File: config.mk
export PLATFORM = sky130hd
export DESIGN_NAME = finder_pattern_line_detector_unit
export DESIGN_NICKNAME = d
export VERILOG_FILES = /design/src/rtl/fpld_pkg.sv /design/src/rtl/fpld_track.sv /design/src/rtl/fpld_ratio.sv /design/src/rtl/finder_pattern_line_detector_unit.sv
export SDC_FILE = /design/constraint.sdc
export NUM_CORES = 1
export LEC_CHECK = 0
export BUFFER_PORTS_ARGS = -buffer_cell sky130_fd_sc_hd__buf_2
export CORE_MARGIN = 8
export CORE_UTILIZATION = 55
export CTS_CLUSTER_DIAMETER = 80
export DETAILED_ROUTE_END_ITERATION = 8
export GPL_ROUTABILITY_DRIVEN = 0
export PLACE_DENSITY = 0.71
export SLEW_MARGIN = 20
export SYNTH_ARGS = -nofsm -noshare
export SYNTH_HDL_FRONTEND = slang
export SYNTH_SLANG_ARGS = --single-unit
File: constraint.sdc
create_clock -name clk -period 34 [get_ports clk]
set_input_delay 3.4 -clock clk [delete_from_list [all_inputs] [get_ports clk]]
set_output_delay 3.4 -clock clk [all_outputs]
set_load 0.02 [all_outputs]
File: src/rtl/fpld_pkg.sv
// Shared types and constants of the finder pattern line detector.
package fpld_pkg;

	localparam int PIX_W    = 8;
	localparam int POS_W    = 12;
	localparam int BND_W    = 13;
	localparam int NUM_BND  = 6;
	localparam int NUM_RUNS = 5;
	localparam int CNT_W    = 3;
	localparam int RUN_W    = 14;
	localparam int X_W      = 16;

	localparam logic [PIX_W-1:0] THRESH_RST = 8'd10;
	localparam logic [CNT_W-1:0] CNT_FULL   = 3'd6;

	typedef logic [BND_W-1:0] bnd_t;
	typedef bnd_t [NUM_BND-1:0] bnd_arr_t;
	typedef logic signed [X_W-1:0] xval_t;

	typedef struct packed {
		logic             emit;
		logic             decide;
		logic [POS_W-1:0] run_start;
		logic [POS_W-1:0] run_end;
	} trk_res_t;

endpackage

File: src/rtl/fpld_track.sv
// Per-line run tracker: dark/light boundaries, candidate start and decision point.
module fpld_track (
	input  logic                      clk,
	input  logic                      arst_n,
	input  logic                      en,
	input  logic [7:0]                pixel_value,
	input  logic [11:0]               position,
	input  logic                      line_end,
	input  logic [7:0]                dark_threshold,
	output fpld_pkg::trk_res_t        res,
	output fpld_pkg::bnd_arr_t        bnd
);
	import fpld_pkg::*;

	logic [CNT_W-1:0] cnt_q, cnt_n;
	logic             dark_run_q, dark_run_n;
	logic [POS_W-1:0] start_q, start_n;
	logic             settled_q, settled_n;
	bnd_arr_t         bnd_q, bnd_n;
	logic             dark;
	logic             decide;
	bnd_t             pos_b;
	bnd_t             pos_next_b;

	assign dark       = pixel_value < dark_threshold;
	assign pos_b      = {1'b0, position};
	assign pos_next_b = pos_b + BND_W'(1);

	always_comb begin
		cnt_n      = cnt_q;
		dark_run_n = dark_run_q;
		start_n    = start_q;
		settled_n  = settled_q;
		bnd_n      = bnd_q;
		decide     = 1'b0;
		if (!settled_q) begin
			if (cnt_q == '0) begin
				if (dark) begin
					bnd_n[0]   = pos_b;
					cnt_n      = CNT_W'(1);
					dark_run_n = 1'b1;
					start_n    = position;
				end
			end else begin
				if ((dark_run_q != dark) && (cnt_q < CNT_FULL)) begin
					for (int i = 0; i < NUM_BND; i++) begin
						if (cnt_q == CNT_W'(i)) begin
							bnd_n[i] = pos_b;
						end
					end
					cnt_n      = cnt_q + CNT_W'(1);
					dark_run_n = !dark_run_q;
				end
				if (line_end && (cnt_n < CNT_FULL)) begin
					for (int i = 0; i < NUM_BND; i++) begin
						if (cnt_n == CNT_W'(i)) begin
							bnd_n[i] = pos_next_b;
						end
					end
					cnt_n = cnt_n + CNT_W'(1);
				end
				if (cnt_n == CNT_FULL) begin
					decide    = 1'b1;
					settled_n = 1'b1;
				end
			end
		end
	end

	assign res.emit      = !settled_q && (decide || line_end);
	assign res.decide    = decide;
	assign res.run_start = decide ? start_q : '0;
	assign res.run_end   = decide ? (position - POS_W'(1)) : '0;
	assign bnd           = bnd_n;

	always_ff @(posedge clk or negedge arst_n) begin
		if (!arst_n) begin
			cnt_q      <= '0;
			dark_run_q <= 1'b0;
			start_q    <= '0;
			settled_q  <= 1'b0;
		end else if (en) begin
			if (line_end) begin
				cnt_q      <= '0;
				dark_run_q <= 1'b0;
				start_q    <= '0;
				settled_q  <= 1'b0;
			end else begin
				cnt_q      <= cnt_n;
				dark_run_q <= dark_run_n;
				start_q    <= start_n;
				settled_q  <= settled_n;
			end
		end
	end

	always_ff @(posedge clk) begin
		if (en) begin
			bnd_q <= bnd_n;
		end
	end

endmodule

File: src/rtl/fpld_ratio.sv
// Two-stage 1:1:3:1:1 run ratio test on six boundaries.
module fpld_ratio (
	input  logic               clk,
	input  logic               en,
	input  fpld_pkg::bnd_arr_t bnd,
	output logic               ok
);
	import fpld_pkg::*;

	xval_t x_n [NUM_RUNS];
	xval_t x_s3 [NUM_RUNS];

	always_comb begin
		logic signed [RUN_W-1:0] r;
		for (int i = 0; i < NUM_RUNS; i++) begin
			r = $signed({1'b0, bnd[i+1]}) - $signed({1'b0, bnd[i]});
			if (i == 2) begin
				x_n[i] = X_W'(r);
			end else begin
				x_n[i] = X_W'(r) + (X_W'(r) <<< 1);
			end
		end
	end

	always_ff @(posedge clk) begin
		if (en) begin
			x_s3 <= x_n;
		end
	end

	always_comb begin
		logic signed [X_W:0]   d;
		logic signed [X_W:0]   s;
		logic        [X_W:0]   ad;
		logic        [X_W+3:0] m5;
		ok = 1'b1;
		for (int i = 1; i < NUM_RUNS; i++) begin
			d  = (X_W+1)'(x_s3[i]) - (X_W+1)'(x_s3[i-1]);
			s  = (X_W+1)'(x_s3[i]) + (X_W+1)'(x_s3[i-1]);
			ad = d[X_W] ? (X_W+1)'(-d) : (X_W+1)'(d);
			m5 = ((X_W+4)'(ad) << 2) + (X_W+4)'(ad);
			if ($signed({1'b0, m5}) > (X_W+5)'(s)) begin
				ok = 1'b0;
			end
		end
	end

endmodule

File: src/rtl/finder_pattern_line_detector_unit.sv
// Top level of the finder pattern line detector with stream channels and threshold register.
//
// Pixels of one scan line enter on the s_axis channel, one per transfer, with
// tlast on the last pixel of the line. A pixel is dark when its gray value is
// below the threshold written on the cfg channel (reset value 10). The block
// returns at most one result per pixel on m_axis: a decision once six run
// boundaries are held, or a not-found result at the end of a line that never
// got that far. tuser carries the found flag.
// One pixel is taken every cycle while the output can move. A result passes
// the input register, the tracker stage and a two-stage ratio test feeding
// the output register before it appears on m_axis.
// When the receiver stalls with a result waiting, the whole pipeline holds and
// s_axis_tready stays low until that result is taken.
// Reset clears the line state, empties the pipeline and restores the threshold.
module finder_pattern_line_detector_unit (
	input  logic        clk,
	input  logic        arst_n,
	input  logic        s_axis_tvalid,
	output logic        s_axis_tready,
	input  logic [23:0] s_axis_tdata,   // pixel_value[7:0], position[19:8], zero pad
	input  logic        s_axis_tlast,
	output logic        m_axis_tvalid,
	input  logic        m_axis_tready,
	output logic [23:0] m_axis_tdata,   // run_start[11:0], run_end[23:12]
	output logic        m_axis_tuser,   // found[0]
	input  logic        cfg_valid,
	output logic        cfg_ready,
	input  logic [7:0]  cfg_data
);
	import fpld_pkg::*;

	logic             adv;
	logic [7:0]       thresh_q;

	logic             valid_s1;
	logic [7:0]       pix_s1;
	logic [11:0]      pos_s1;
	logic             last_s1;

	trk_res_t         trk_res;
	bnd_arr_t         trk_bnd;

	logic             valid_s2;
	logic             decide_s2;
	logic [11:0]      start_s2;
	logic [11:0]      end_s2;
	bnd_arr_t         bnd_s2;

	logic             valid_s3;
	logic             decide_s3;
	logic [11:0]      start_s3;
	logic [11:0]      end_s3;
	logic             ratio_ok;

	assign adv           = !m_axis_tvalid || m_axis_tready;
	assign s_axis_tready = adv;
	assign cfg_ready     = 1'b1;

	always_ff @(posedge clk or negedge arst_n) begin
		if (!arst_n) begin
			thresh_q <= THRESH_RST;
		end else if (cfg_valid) begin
			thresh_q <= cfg_data;
		end
	end

	always_ff @(posedge clk or negedge arst_n) begin
		if (!arst_n) begin
			valid_s1      <= 1'b0;
			valid_s2      <= 1'b0;
			valid_s3      <= 1'b0;
			m_axis_tvalid <= 1'b0;
		end else if (adv) begin
			valid_s1      <= s_axis_tvalid;
			valid_s2      <= valid_s1 && trk_res.emit;
			valid_s3      <= valid_s2;
			m_axis_tvalid <= valid_s3;
		end
	end

	always_ff @(posedge clk) begin
		if (adv) begin
			pix_s1       <= s_axis_tdata[7:0];
			pos_s1       <= s_axis_tdata[19:8];
			last_s1      <= s_axis_tlast;
			decide_s2    <= trk_res.decide;
			start_s2     <= trk_res.run_start;
			end_s2       <= trk_res.run_end;
			bnd_s2       <= trk_bnd;
			decide_s3    <= decide_s2;
			start_s3     <= start_s2;
			end_s3       <= end_s2;
			m_axis_tuser <= decide_s3 && ratio_ok;
			m_axis_tdata <= {end_s3, start_s3};
		end
	end

	fpld_track u_track (
		.clk            (clk),
		.arst_n         (arst_n),
		.en             (valid_s1 && adv),
		.pixel_value    (pix_s1),
		.position       (pos_s1),
		.line_end       (last_s1),
		.dark_threshold (thresh_q),
		.res            (trk_res),
		.bnd            (trk_bnd)
	);

	fpld_ratio u_ratio (
		.clk (clk),
		.en  (adv),
		.bnd (bnd_s2),
		.ok  (ratio_ok)
	);

endmodule
## After elaboration in Yosys (flattened, before gate mapping)

Index checks and enable logic that the tools add are counted.

| storage, ports and cells | value |
|---|---|
| output and inout bits | 28 |
| logic and storage cells | 155 |
| register bits | 359 |
| input bits | 38 |

| operators by class | value |
|---|---|
| order comparisons | 7 |
| multiplexer cells | 49 |
| add/sub/neg operators | 29 |
| reductions and logical operators | 19 |
| equality and inequality tests | 14 |

Operators with widths:

| kind | count |
|---|---|
| $mux W78 | 3 |
| $mux W13 | 13 |
| $gt A21 B17 Y1 | 4 |
| $add A19 B17 Y20 | 4 |
| $sub A13 B13 Y14 | 5 |
| $mux W17 | 4 |
| $neg A17 Y17 | 4 |
| $mux W65 | 1 |
| $add A14 B15 Y16 | 4 |
| $mux W12 | 4 |
| $add A16 B16 Y17 | 2 |
| $sub A16 B16 Y17 | 2 |
| $mux W3 | 10 |
| $add A14 B16 Y17 | 1 |
| $add A16 B14 Y17 | 1 |
| $sub A14 B16 Y17 | 1 |
| $sub A16 B14 Y17 | 1 |
| $eq A3 B3 Y1 const B | 5 |
| $mux W1 | 14 |
| $add A12 B1 Y13 const B | 1 |
| $eq A3 B2 Y1 const B | 4 |
| $sub A12 B1 Y12 const B | 1 |
| $lt A8 B8 Y1 | 1 |
| $reduce_and A4 Y1 | 2 |
| other kinds (13) | 26 |

## Depth between registers and ports, before layout

| logic depth | value |
|---|---|
| depth after elaboration | 18 |
| gate-level depth with buffers | 38 |
| gate-level depth less buffers | 37 |

## By module

A second synthesis with hierarchy kept.

| second synthesis, totals | value |
|---|---|
| cells, all modules | 3288 |
| area, all modules | 31196.2 µm² |

Modules (own cells, without submodules):

| module | cells an instance | times used | seq. area each (µm²) | area each (µm²) |
|---|---|---|---|---|
| fpld_ratio | 2421 | 1 | 2342.2 | 19178.4 |
| fpld_track | 660 | 1 | 2767.7 | 6289.8 |
| finder_pattern_line_detector_unit | 207 | 1 | 5527.8 | 5728.0 |

## Worst setup path after synthesis

Ideal clock, no wire load.

| path | value |
|---|---|
| kind | input-to-reg |
| start point | in m_axis_tready |
| end point | reg u_track.bnd_q[0] in the netlist's numbering (enable) |
| path buffers | 2 |
| library setup time | 0.473 ns |
| path slack | 19.300 ns |
| data arrival time | 14.227 ns |
| stages on the path | 5 |
| required time | 33.527 ns |
| path through | nand2b_1 clkbuf_1 nand2_1 inv_1 clkbuf_1 |

| on the way | value |
|---|---|
| longest elaborated chain between the ends | 2 |

RTL lines:

| item | line | text |
|---|---|---|
| from (decl) | finder_pattern_line_detector_unit.sv:23 | `input logic m_axis_tready,` |
| $logic_or A1 B1 Y1 | finder_pattern_line_detector_unit.sv:55 | `assign adv = !m_axis_tvalid \|\| m_axis_tready;` |
| via s_axis_tready | finder_pattern_line_detector_unit.sv:19 | `output logic s_axis_tready,` |
| $logic_and A1 B1 Y1 | finder_pattern_line_detector_unit.sv:101 | `.en (valid_s1 && adv),` |
| via u_track.en | fpld_track.sv:5 | `input logic en,` |
| to (signal assigned) | fpld_track.sv:99 | `bnd_q <= bnd_n;` |
| to (decl) | fpld_track.sv:19 | `bnd_arr_t bnd_q, bnd_n;` |

The timed path passes the listed nets, and every way through them passes these cells.
A chain may end at the register's enable or synchronous reset.

## Final worst setup path

| path | value |
|---|---|
| start point | reg u_ratio.x_s3[16] in the netlist's numbering |
| end point | reg m_axis_tuser (data pin) |

| on the way | value |
|---|---|
| longest elaborated chain between the ends | 8 |
| elaborated cells between the ends (all ways) | 15 |
| those cells by class | add/sub (8); order compare (2); mux (4); reduce/logical (1) |

RTL lines:

| item | line | text |
|---|---|---|
| from (decl) | fpld_ratio.sv:11 | `xval_t x_s3 [NUM_RUNS];` |
| from (signal assigned) | fpld_ratio.sv:27 | `x_s3 <= x_n;` |
| $sub A16 B14 Y17 | fpld_ratio.sv:38 | `d = (X_W+1)'(x_s3[i]) - (X_W+1)'(x_s3[i-1]);` |
| $neg A17 Y17 | fpld_ratio.sv:40 | `ad = d[X_W] ? (X_W+1)'(-d) : (X_W+1)'(d);` |
| $mux W17 | fpld_ratio.sv:40 |  |
| $add A19 B17 Y20 | fpld_ratio.sv:41 | `m5 = ((X_W+4)'(ad) << 2) + (X_W+4)'(ad);` |
| $gt A21 B17 Y1 | fpld_ratio.sv:42 | `if ($signed({1'b0, m5}) > (X_W+5)'(s)) begin` |
| $mux W1 | fpld_ratio.sv:42 |  |
| $mux W1 (*) | fpld_ratio.sv:42 |  |
| $logic_and A1 B1 Y1 (*) | finder_pattern_line_detector_unit.sv:93 | `m_axis_tuser <= decide_s3 && ratio_ok;` |
| to (signal assigned) | finder_pattern_line_detector_unit.sv:93 |  |
| to (decl) | finder_pattern_line_detector_unit.sv:25 | `output logic m_axis_tuser,` |

Every way passes the cells marked *; elsewhere a longest branch is shown, timed or not.

==> results.cfg <==
[synth]
yosysWarnings = 0
synthesis.instances = 3277
syn_nets = 3744
async_reset_ff_share_pct = 8.08
syn_area_um2 = 30700
ys.flop_type = edfxtp_1
synth-edff-count = 330
yosysUniqueCellTypes = 99
synth.avg_cell_area_um2 = 9.37
synth_seq_area_share_pct = 34.6
synth_seq_cells = 359

[route]
dr.pass1.iters = 5
viasPerCell = 5.99
totalWireLength_um = 71500
ant_nets = 0
num_vias = 24300
wire_per_inst_um = 17.6
first_iter_violations = 2037
route.detailed.drc = 0

[sta]
grt_setup_unrepaired = no
skew_ns = 0.0233
worstMarginPinSlew_ns = 1.09
slew_viol_final = 0
tns_ns = 0
slew_headroom_pct = 26.3
fmax_ghz = 0.117
finalCriticalPeriod_ns = 8.54
setup_viol = 0
post-route-period-util_pct = 25.1
hold_viol = 0

[run]
max_cap_violations = 0

[hold_path]
hold_depth = 0
hold_class = flip-flop to flip-flop
hold-path-endpoint = start_s3[3]
min_from = start_s2[3]

[finish]
area_growth_pct = 7.03
diodes = 0
final_layout_size_suffix_gt1_share_pct = 5.41
nNetsFinal = 3751
multi_input_area_um2 = 18500
regArea_um2 = 10600
final_common_cell = ha_1
post-route-util_pct = 59.6
nFillCells = 4621
layout_common_cells = ha_1, inv_1, edfxtp_1

[global_routing]
grt_max_degree = 176
grt_pass1_wl_um = 116000
grt_usage_pct = 21.6
grt_pass1_vias = 23500
antenna_found_initial = 1
gr-total-overflow = 0

[die]
placementRows = 86
initial_core_util_pct = 55.7
io-pin-count = 66
dieHeight_um = 252
die_area_um2 = 63700
dieWidth_um = 252
coreArea_um2 = 55200

[clock_network]
clockBufferDepth = 3
cts_sinks = 359
clock-root-buffer = clkbuf_16
insertion_delay_ns = 0.54
htreeDepth = 2
hold_buffers = 0
cts_setup_buffers = 0
cts_resized = 0
cts_inserted_buffers = 36
clk_pin_slew_ns = 0.06
cts_tree = yes

[worst_setup_path]
slowest_stage = a31oi_2
cp-end-kind = flip-flop
cpPeakStageDelay_ns = 0.74
reg2reg_depth = 32
critical_path_required_ns = 34.29
arrival_ns = 8.83
path_class = flip-flop to flip-flop
crit_top_cell = o21ai_0
timing.rr.end = m_axis_tuser
cp-start-kind = flip-flop
regToRegSetupSlack_ns = 25.46
cp_max_fo = 18
r2r_start = u_ratio.x_s3[16]

[place]
dpl.hpwl_um = 56100
portBuffers = 60

[outcome]
status = finished, final reports clean
cell type report:
type,instances,share of cell area [%]
clock buffers,40,2.79
clock inverters,25,0.925
inverters,336,3.84
multi-input cells,2484,56.1
flip-flops and latches,359,32.4
well taps,748,2.85
repair buffers,67,1.12
cell families (layout without fill, tap and decap cells):
| kind of cell | count (synthesis) | after routing | synth area share, % |
|---|---|---|---|
| other | 1 | 1 | 0.0122 |
| buffers and inverters | 434 | 468 | 5.40 |
| flip-flops | 359 | 359 | 34.6 |
| AO/OA/AOI/OAI | 861 | 861 | 18.8 |
| AND/OR/NAND/NOR | 878 | 878 | 14.1 |
| adder cells (fa/ha/maj) | 429 | 429 | 18.0 |
| XOR/XNOR | 302 | 302 | 8.61 |
| multiplexers | 13 | 13 | 0.444 |
layer usage:
metal	up-vias	part of all wire [%]	track usage (%)
li1	11900	-	-
met1	11500	44	28.4
met2	771	48	37.5
met3	137	5.4	2.12
met4	2	2.9	6.35
met5	-	0.022	0
worst max-delay path: cells and delay by family, from the launching register on:
kind | cells | cell delay, ns
compound gates | 17 | 4.45
fa+ha+maj | 5 | 1.64
simple gates | 7 | 1.01
flops | 1 | 0.52
mux | 1 | 0.33
xor+xnor | 1 | 0.27
buf+inv | 1 | 0.06
how the worst max path moves through the flow:
stage | startpoint | to | slack, ns
finish | u_ratio.x_s3[16] | m_axis_tuser | 25.46
global route | u_ratio.x_s3[16] | m_axis_tuser | 24.58
CTS | u_ratio.x_s3[16] | m_axis_tuser | 25.54
detailed placement | u_ratio.x_s3[49] | m_axis_tuser | 25.59
global placement | u_ratio.x_s3[49] | m_axis_tuser | 25.72
floorplan | m_axis_tready | u_track.bnd_q[0] | 19.30
state kept, by name, indices dropped and copies added (netlist names):
name and count:
pos_s1 12, end_s3 12, m_axis_tvalid 1, m_axis_tuser 1, bnd_s2 78, end_s2 12
start_s2 12, decide_s2 1, valid_s3 1, u_track.start_q 12, pix_s1 8, thresh_q 8
m_axis_tdata 24, valid_s2 1, u_track.cnt_q 3, u_track.dark_run_q 1, last_s1 1, decide_s3 1
valid_s1 1, u_track.settled_q 1, start_s3 12, u_ratio.x_s3 78, u_track.bnd_q 78
metrics by stage:
| stage | instance area (µm²) | hold WS [ns] | instances | setup slack, ns |
|---|---|---|---|---|
| 2_1_floorplan | 30700 | 0.400 | 3277 | 19.30 |
| 6_report | 32900 | 0.416 | 4059 | 25.46 |
| 3_5_place_dp | 31700 | 0.405 | 3994 | 25.59 |
| 3_3_place_gp | 31700 | 0.402 | 3994 | 25.72 |
| 5_1_grt | 32900 | 0.429 | 4059 | 24.58 |
| 4_1_cts | 32900 | 0.417 | 4059 | 25.54 |
synth_stat cells, drive strengths merged, types with 24 or more instances:
cell	instances	share of area [%]
o21bai	28	0.68
a221oi	26	0.74
clkbuf	80	0.98
nor3	87	1.4
a31oi	24	0.51
a21oi	237	3.9
xnor2	207	5.9
nor2b	57	1.2
edfxtp	330	32
o21a	36	0.88
nand2	204	2.5
ha	408	17
and3	30	0.61
xor2	95	2.7
nand2b	47	0.96
a21o	64	1.6
nand3	50	0.81
inv	334	4.1
a221o	26	0.85
dfrtp	27	2.2
o21ai	184	3.0
nor2	237	2.9
nand4	33	0.67
Power is not shown: default switching activity piles up to over one toggle a cycle in this logic, so the estimate is an artifact.
